### src/hw/rtl/phc_pkg.sv
`timescale 1ns / 1ps
`default_nettype none

package phc_pkg;

    // Accumulator and term widths
    localparam int ACC_W  = 32;
    localparam int TERM_W = 32;
    localparam int TEMP_W = 16;
    localparam int MARG_W = 12;
    localparam int GAIN_W = 16;
    localparam int VALVE_W = 17;
    localparam int ERR_W  = TEMP_W + 1;
    localparam int LIM_W  = TEMP_W + 2;
    localparam int PROD_W = 2 * ERR_W;
    localparam int SUM_W  = ((ACC_W > PROD_W) ? ACC_W : PROD_W) + 1;

    // Configuration register indexes
    localparam int CFG_IDX_W = 3;
    localparam int CFG_DATA_W = 16;
    localparam logic [CFG_IDX_W-1:0] CFG_TARGET_TEMP  = 3'd0;
    localparam logic [CFG_IDX_W-1:0] CFG_ON_MARGIN    = 3'd1;
    localparam logic [CFG_IDX_W-1:0] CFG_OFF_MARGIN   = 3'd2;
    localparam logic [CFG_IDX_W-1:0] CFG_KP_GAIN      = 3'd3;
    localparam logic [CFG_IDX_W-1:0] CFG_KI_STEP_GAIN = 3'd4;

    typedef logic signed [ACC_W-1:0]  acc_t;
    typedef logic signed [SUM_W-1:0]  sum_t;
    typedef logic signed [PROD_W-1:0] prod_t;

    localparam acc_t ACC_MAX = {1'b0, {(ACC_W-1){1'b1}}};
    localparam acc_t ACC_MIN = {1'b1, {(ACC_W-1){1'b0}}};
    localparam logic [VALVE_W-1:0] FULL_SCALE = 17'h10000;
    localparam acc_t FULL_SCALE_ACC = acc_t'({1'b0, FULL_SCALE});

    // Live configuration
    typedef struct packed {
        logic signed [TEMP_W-1:0] target_temp;
        logic [MARG_W-1:0]        on_margin;
        logic [MARG_W-1:0]        off_margin;
        logic [GAIN_W-1:0]        kp_gain;
        logic [GAIN_W-1:0]        ki_step_gain;
    } cfg_t;

    // Item between the gate stage and the integrator stage
    typedef struct packed {
        logic  active;
        logic  clear;
        logic  err_pos;
        logic  err_neg;
        acc_t  pterm;
        prod_t ki_prod;
    } mid_t;

    // Saturate a wide sum into the signed accumulator range
    function automatic acc_t sat_acc(input sum_t v);
        if (&v[SUM_W-1:ACC_W-1] || ~|v[SUM_W-1:ACC_W-1]) begin
            return v[ACC_W-1:0];
        end else if (v[SUM_W-1]) begin
            return ACC_MIN;
        end else begin
            return ACC_MAX;
        end
    endfunction

endpackage

`default_nettype wire

### src/hw/rtl/phc_integ.sv
`timescale 1ns / 1ps
`default_nettype none

module phc_integ (
    input  wire logic                            aclk,
    input  wire logic                            aresetn,
    input  wire logic                            mid_valid,
    output logic                                 mid_ready,
    input  wire phc_pkg::mid_t                   mid,
    output logic                                 res_valid,
    input  wire logic                            res_ready,
    output logic [phc_pkg::VALVE_W-1:0]          valve_target,
    output logic                                 control_active,
    output logic signed [phc_pkg::TERM_W-1:0]    proportional_term,
    output logic signed [phc_pkg::TERM_W-1:0]    integral_term
);
    import phc_pkg::*;

    acc_t                      integrator_reg;
    acc_t                      integrator_next;
    logic                      res_valid_reg;
    logic [VALVE_W-1:0]        valve_reg;
    logic                      active_reg;
    logic signed [TERM_W-1:0]  pterm_reg;
    logic signed [TERM_W-1:0]  iterm_reg;
    logic                      res_load;

    acc_t                      int_step;
    acc_t                      out_sum;
    logic                      clamp_high;
    logic                      clamp_low;
    logic                      restore;
    logic [VALVE_W-1:0]        valve_next;

    assign mid_ready = !res_valid_reg || res_ready;
    assign res_load  = mid_valid && mid_ready;

    assign res_valid         = res_valid_reg;
    assign valve_target      = valve_reg;
    assign control_active    = active_reg;
    assign proportional_term = pterm_reg;
    assign integral_term     = iterm_reg;

    // Integrator step, output clamp and anti-windup
    always_comb begin
        int_step   = sat_acc(SUM_W'(integrator_reg) + SUM_W'(mid.ki_prod));
        out_sum    = sat_acc(SUM_W'(int_step) + SUM_W'(mid.pterm));
        clamp_high = out_sum > FULL_SCALE_ACC;
        clamp_low  = out_sum[ACC_W-1];
        restore    = (clamp_high && mid.err_pos) || (clamp_low && mid.err_neg);
        if (clamp_high) begin
            valve_next = FULL_SCALE;
        end else if (clamp_low) begin
            valve_next = '0;
        end else begin
            valve_next = out_sum[VALVE_W-1:0];
        end
        if (mid.clear) begin
            integrator_next = '0;
        end else if (mid.active && !restore) begin
            integrator_next = int_step;
        end else begin
            integrator_next = integrator_reg;
        end
    end

    always_ff @(posedge aclk) begin
        if (!aresetn) begin
            integrator_reg <= '0;
            res_valid_reg  <= 1'b0;
        end else begin
            if (res_load) begin
                integrator_reg <= integrator_next;
                res_valid_reg  <= 1'b1;
            end else if (res_ready) begin
                res_valid_reg  <= 1'b0;
            end
        end
    end

    // Result register; terms read zero while control is off
    always_ff @(posedge aclk) begin
        if (res_load) begin
            active_reg <= mid.active;
            if (mid.active) begin
                valve_reg <= valve_next;
                pterm_reg <= TERM_W'(mid.pterm);
                iterm_reg <= TERM_W'(int_step);
            end else begin
                valve_reg <= '0;
                pterm_reg <= '0;
                iterm_reg <= '0;
            end
        end
    end

endmodule

`default_nettype wire

### config.mk
export PLATFORM = sky130hd
export DESIGN_NAME = phc_integ
export DESIGN_NICKNAME = d
export VERILOG_FILES = /design/src/hw/rtl/phc_pkg.sv /design/src/hw/rtl/phc_integ.sv
export SDC_FILE = /design/constraint.sdc
export NUM_CORES = 1
export LEC_CHECK = 0
export BUFFER_PORTS_ARGS = -buffer_cell sky130_fd_sc_hd__buf_2
export CAP_MARGIN = 20
export CORE_UTILIZATION = 55
export DETAILED_ROUTE_END_ITERATION = 10
export PLACE_DENSITY_LB_ADDON = 0.2
export SLEW_MARGIN = 40
export SYNTH_ARGS = -nofsm -noshare
export SYNTH_HDL_FRONTEND = slang
export SYNTH_SLANG_ARGS = --single-unit
### constraint.sdc
create_clock -name aclk -period 14.78 [get_ports aclk]
set_clock_uncertainty 0.2 [all_clocks]
set_input_delay 1.478 -clock aclk [delete_from_list [all_inputs] [get_ports aclk]]
set_output_delay 1.478 -clock aclk [all_outputs]
set_load 0.01 [all_outputs]
# After elaboration in Yosys (flattened, before gate mapping)
# Cells that the tools add are included.
word_totals:
  mem_bits_ro: 0
  latchBits: 0
  elab_cells: 41
  memories: 0
  regBits: 115
  ramBits: 0
  out_inout_bits: 84
classes:
  magnitude_cmp: 1
  n_reduce_logical: 20
  shift: 0
  addsub: 2
  muxes: 10
  n_bitwise: 1
  n_eq_ne: 0
  n_mul: 0
  n_div: 0
ops:
  columns: ["operator", "count"]
  rows:
  - ["32-bit 2-to-1 mux", 6]
  - ["32-bit by 34-bit adder with 35-bit output", 1]
  - ["17-bit 2-to-1 mux", 2]
  - ["32-bit by 32-bit adder with 33-bit output", 1]
  - ["32-bit by 18-bit > comparator with 1-bit output (second input constant)", 1]
  - ["4-bit AND reduction", 2]
  - ["4-bit OR reduction", 2]
  - ["1-bit logical AND", 4]
  - ["1-bit logical NOT", 4]
  - ["1-bit logical OR", 4]
  - ["2-bit nonzero test", 2]
  - ["3-bit OR reduction", 1]
  - ["1-bit 2-to-1 mux", 2]
  - ["2-bit AND reduction", 1]
  - ["1-bit NOT", 1]

# Depth between registers and ports, before layout
logic_depth:
  ltp_word: 17
  depth_mapped: 32

# Least setup slack after synthesis
# OpenSTA, ideal clock, no wires.
synth_path:
  kind: "input -> register"
  start: "input mid[15] in the netlist's numbering"
  end: "register integrator_reg[1]"
  setup_ns: 0.124
  path_stages: 31
  required_time_ns: 14.456
  n_path_buf: 3
  setup_slack_ns: 6.846
  arrival_ns: 7.610
  path_cell_list: "ha_1 -> a21o_1 -> a31o_2 -> a221oi_1 -> nand3_1 -> a21oi_1 -> o211ai_1 -> a311o_1 -> a21oi_1 -> xor2_1 -> o21ai_1 -> buf_6 -> a21oi_1 -> inv_1 -> ha_1 -> inv_1 -> fa_1 -> nand2b_1 -> a211oi_4 -> o21bai_4 -> o21ai_4 -> a31oi_4 -> xnor2_1 -> or4_1 -> nor4_1 -> and4b_1 -> o2111ai_1 -> and3_1 -> buf_6 -> buf_12 -> o2bb2ai_2"
synth_between:
  elab_chain_cells: 17
synth_rtl:
  columns: ["element", "line_no", "text"]
  rows:
  - ["from (decl)", "phc_integ.sv:9", "input wire phc_pkg::mid_t mid,"]
  - ["32-bit by 34-bit adder with 35-bit output *", "phc_integ.sv:46", "int_step = sat_acc(SUM_W'(integrator_reg) + SUM_W'(mid.ki_prod));"]
  - ["4-bit OR reduction", "phc_pkg.sv:57", "if (&v[SUM_W-1:ACC_W-1] || ~|v[SUM_W-1:ACC_W-1]) begin"]
  - ["1-bit logical NOT", "phc_pkg.sv:57", null]
  - ["1-bit logical OR", "phc_pkg.sv:57", null]
  - ["32-bit 2-to-1 mux *", "phc_pkg.sv:57", null]
  - ["named net int_step[0]", "phc_integ.sv:28", "acc_t int_step;"]
  - ["32-bit by 32-bit adder with 33-bit output *", "phc_integ.sv:47", "out_sum = sat_acc(SUM_W'(int_step) + SUM_W'(mid.pterm));"]
  - ["4-bit OR reduction", "phc_pkg.sv:57", null]
  - ["[2 not listed]", null, null]
  - ["32-bit 2-to-1 mux *", "phc_pkg.sv:57", null]
  - ["32-bit by 18-bit > comparator with 1-bit output", "phc_integ.sv:48", "clamp_high = out_sum > FULL_SCALE_ACC;"]
  - ["1-bit logical AND", "phc_integ.sv:50", "restore = (clamp_high && mid.err_pos) || (clamp_low && mid.err_neg);"]
  - ["1-bit logical OR *", "phc_integ.sv:50", null]
  - ["1-bit logical NOT *", "phc_integ.sv:60", "end else if (mid.active && !restore) begin"]
  - ["1-bit logical AND *", "phc_integ.sv:60", null]
  - ["2-bit nonzero test (no source line) *", null, null]
  - ["2-bit AND reduction (no source line) *", null, null]
  - ["to (signal assigned)", "phc_integ.sv:73", "integrator_reg <= integrator_next;"]
  - ["to (decl)", "phc_integ.sv:19", "acc_t integrator_reg;"]
# Mark *: on every way through the listed nets, which the timed path passes. The rest lies on a longest branch. The select of a mux whose other input is x is not followed.
# A chain may end at the register's enable or synchronous reset.

# Final worst setup path
layout_path:
  start: "input mid[0] in the netlist's numbering"
  end: "register integrator_reg[27]"
# The elaborated chain is that of the path after synthesis.

==> impl.org <==
** Floorplan
- Starting utilization of the core area :: 0.5668
- During I/O placement, the number of pins put on the boundary was 158.
- Measured along the x axis, the die boundary spans 127.4 um.
- The die covers 16,230 um^2.
- The die is around 130 um tall.
- After floorplanning, the core was divided into 45 placement rows.
- Area of the core :: 15,260 um^2

** Final layout
- Most common cell after layout, fill and taps aside :: sky130_fd_sc_hd__buf_2
- Synthesis-to-finish area growth :: 16.23%
- The finished layout holds ~1,300 standard cells, fillers aside.
- Final net count :: 1,168
- Of the cells placed in the final design, the portion with a size suffix greater than 1 is 0.2502.
- Highest-count cells in the layout ignoring fill and taps :: 156 x sky130_fd_sc_hd__buf_2, 104 x sky130_fd_sc_hd__a21oi_1, 82 x sky130_fd_sc_hd__edfxtp_1

** Synth
- In the post-synthesis netlist, the biggest area contributors are sky130_fd_sc_hd__edfxtp_1 28%, sky130_fd_sc_hd__ha_1 9.5%, sky130_fd_sc_hd__dfxtp_1 7.6%.
- Share of flip-flops with an asynchronous set or reset after synthesis :: 0
- Fraction of post-synthesis cell area in the top cell type by area :: 0.2847
- In this run the cell area of the synthesized design comes to 8648 um^2.
- The synthesized design contains between 80 and 90 enable-type register cells.
- When the netlist entered floorplanning its net count stood at 1,026.
- Unique cell type count in the Yosys netlist :: 86
- Flip-flop cell with the highest count after synthesis :: sky130_fd_sc_hd__edfxtp_1
- Gate Count Post-Synth :: ~880
- In this run the mean area of a mapped cell was ~10 um^2.
- Synth Register Bits :: 115
- During synthesis, Yosys emitted a total of 0 warnings.
- sky130_fd_sc_hd__edfxtp_1 takes more of the synthesized area than any other cell.
- The share of the Yosys chip area taken by registers is 0.3611.

** Clock network
- The number of clock buffers added by TritonCTS is 17.
- Clock edge transition at the registers on the reported setup and hold paths :: 0.06 ns
- The later pin in the worst-skew pair is clocked with a latency of roughly 0.43 ns.
- In this run the post-CTS setup repair buffer count came out at 0.
- Buffers inserted to repair hold after CTS numbered 0.
- Number of H-tree levels :: 4
- Count of cells resized by post-cts repair :: 0
- Clock root buffer master :: sky130_fd_sc_hd__clkbuf_16
- TritonCTS built the clock tree.
- In this run the deepest clock path goes through 2 buffers.
- The clock net in this run drives a total of 115 sinks.

** Routing
- Number of iterations in the first detailed-routing pass :: 5
- Number of remaining DRC errors :: 0
- Vias :: 7,259
- Residual antenna-violating net count after detailed routing :: 0
- Drt total wl :: roughly 22,000 um
- Iteration-0 DRC Markers :: around 510
- Using the TritonRoute via totals, the vias-per-cell ratio works out to ~5.8.
- After detailed routing, the average wire length per cell comes to 17.39 um.

** Timing
- Worst rel slew slack :: 0.4485
- Final-layout setup total negative slack :: 0 ns
- Final max-slew violation count :: 0
- Transition time at the pin with the least slew margin :: 0.8202 ns
- Based on the critical path, the design can be clocked at up to 110.5 MHz.
- Ratio of final minimum period to clock period :: 0.6120
- The worst path meets setup with 5.734 ns of slack.
- The hold violation total from the final report was 0.
- Setup violations remaining at the end of the flow were counted as 0.
- Setup repair after global routing missed its margin :: no
- Post-route minimum period :: 9.046 ns

** Status
- The run finished with clean final reports.

** Place
- Estimated wirelength of the detail-placed design :: 16,440 um
- IO Port Bufs :: 157
- Post-Place Setup Slack :: 5.488 ns
- Final weighted congestion of routability-driven global placement :: 0.9265
- Placed cells :: 1,218

** Worst setup path
- The worst register-to-register path ends at integrator_reg[27]$_SDFFE_PN0P_.
- Worst setup path category :: input port to register
- The setup check on the worst reg-to-reg path leaves a slack of between 6 and 7 ns.
- For the worst flop-to-flop path, the logic depth is 28.
- Worst setup SP type :: input port
- The startpoint identified for the worst register-to-register timing path is integrator_reg[0]$_SDFFE_PN0P_.
- On the critical path, the stage with the largest delay is an instance of sky130_fd_sc_hd__o31ai_1.
- Highest net fanout along the worst path :: 31
- The worst setup path is captured at a register.
- STA puts the critical path data arrival time at 9.14 ns.
- For this run, the slowest stage of the critical path takes 0.67 ns.
- Worst endpoint required time :: 14.87 ns

** Global route
- Remaining global-route overflow :: 0
- The via count of the first global-routing pass was 6,865.
- Wire length of the first global-routing pass :: around 35,000 um
- Largest net degree at the start of global routing :: 79
- For this run, the total global-route usage over all layers was measured as 0.2778.
- The number of antenna violations at the first check in global routing is 3.

** Power
- Areal power density over the cells :: 132.5 nW/um^2
- Cell leakage power :: ~4.4 nW
- Across the VDD grid, the largest voltage drop is 95.12 uV.
- Design Power :: about 1.3 mW

** Hold path
- In this run the most critical hold path is launched from integrator_reg[15]$_SDFFE_PN0P_.
- Hold path depth :: 1
- The min-delay analysis places its worst path in the category register to register.
- For hold timing, the worst endpoint is integrator_reg[15]$_SDFFE_PN0P_.

** Run
- The tool flagged a number of max-cap violations equal to 0.
report_power, final:
group,internal (mW),leakage [nW],switching [mW],total [mW]
sequential,0.372,1.09,0.00783,0.380
combinational,0.202,3.06,0.343,0.545
clock,0.249,0.282,0.159,0.407
Yosys cell counts, types with 5 or more instances:
cell type / number
sky130_fd_sc_hd__and2_1: 44
sky130_fd_sc_hd__nor2b_1: 38
sky130_fd_sc_hd__buf_4: 7
sky130_fd_sc_hd__mux2i_1: 5
sky130_fd_sc_hd__o21a_1: 5
sky130_fd_sc_hd__a21o_1: 30
sky130_fd_sc_hd__a31oi_1: 7
sky130_fd_sc_hd__nand3_1: 15
sky130_fd_sc_hd__o2bb2ai_2: 31
sky130_fd_sc_hd__nor3_1: 13
sky130_fd_sc_hd__buf_6: 8
sky130_fd_sc_hd__clkbuf_1: 15
sky130_fd_sc_hd__a21oi_1: 105
sky130_fd_sc_hd__dfxtp_1: 33
sky130_fd_sc_hd__o21ai_0: 29
sky130_fd_sc_hd__o21bai_1: 11
sky130_fd_sc_hd__o211ai_1: 6
sky130_fd_sc_hd__or2_2: 7
sky130_fd_sc_hd__xor2_1: 21
sky130_fd_sc_hd__a211oi_1: 10
sky130_fd_sc_hd__nand2_1: 57
sky130_fd_sc_hd__xnor2_1: 28
sky130_fd_sc_hd__nand4_1: 12
sky130_fd_sc_hd__edfxtp_1: 82
sky130_fd_sc_hd__inv_1: 45
sky130_fd_sc_hd__ha_1: 66
sky130_fd_sc_hd__nand2b_1: 7
sky130_fd_sc_hd__nor2_1: 44
sky130_fd_sc_hd__and3_1: 7
layer usage:
| metal | vias to the layer above | wire [um] | GRT usage |
|---|---|---|---|
| met5 | - | 13 | 0 |
| li1 | 3578 | - | - |
| met3 | 36 | 1226 | 0.05486 |
| met2 | 249 | 10030 | 0.4349 |
| met1 | 3394 | 10060 | 0.3823 |
| met4 | 2 | 445 | 0.09944 |
stage by stage:
stage	utilization	hold slack (ns)	area [um^2]
5_1_grt	0.6588	0.2934	10050
3_5_place_dp	0.6204	0.2731	9467
4_1_cts	0.6585	0.2833	10050
2_1_floorplan	-	0.2363	8648
6_report	0.6588	0.2824	10050
3_3_place_gp	0.6196	0.2720	9454
kinds of logic after synthesis:
family | Yosys count | synth area share
adders and majority gates | 68 | 0.1001
xor gates and xnor gates | 50 | 0.05151
AOI/OAI and AO/OA | 293 | 0.2606
DFF | 115 | 0.3611
buffers and inverters | 83 | 0.05237
muxes | 5 | 0.005787
and+or+nand+nor | 270 | 0.1685
how the worst max path moves through the flow:
stage | from | end | slack (ns)
after global placement | mid[15] | integrator_reg[30]$_SDFFE_PN0P_ | 5.33
final | mid[0] | integrator_reg[27]$_SDFFE_PN0P_ | 5.73
after CTS | mid[0] | integrator_reg[27]$_SDFFE_PN0P_ | 5.86
after floorplan | mid[15] | integrator_reg[1]$_SDFFE_PN0P_ | 6.85
after global routing | mid[0] | integrator_reg[30]$_SDFFE_PN0P_ | 5.08
after detailed placement | mid[0] | integrator_reg[30]$_SDFFE_PN0P_ | 5.49
layout make-up:
cell class | instances | area (um^2)
fillers | 1256 | 5206
diodes | 2 | 5.005
flip-flops and latches | 115 | 3123
clock inverters | 15 | 155.1
inverters | 45 | 168.9
multi-input cells | 686 | 5089
clock buffers | 17 | 425.4
repair buffers | 161 | 822.0
well taps | 211 | 264.0
critical path, delay by kind of cell:
family          cells  cell delay (ns)
compound gates     17             4.65
simple gates        6             1.39
fa+ha+maj           3             1.09
buf+inv             3             0.49
Power figures use the tool's default switching activity.
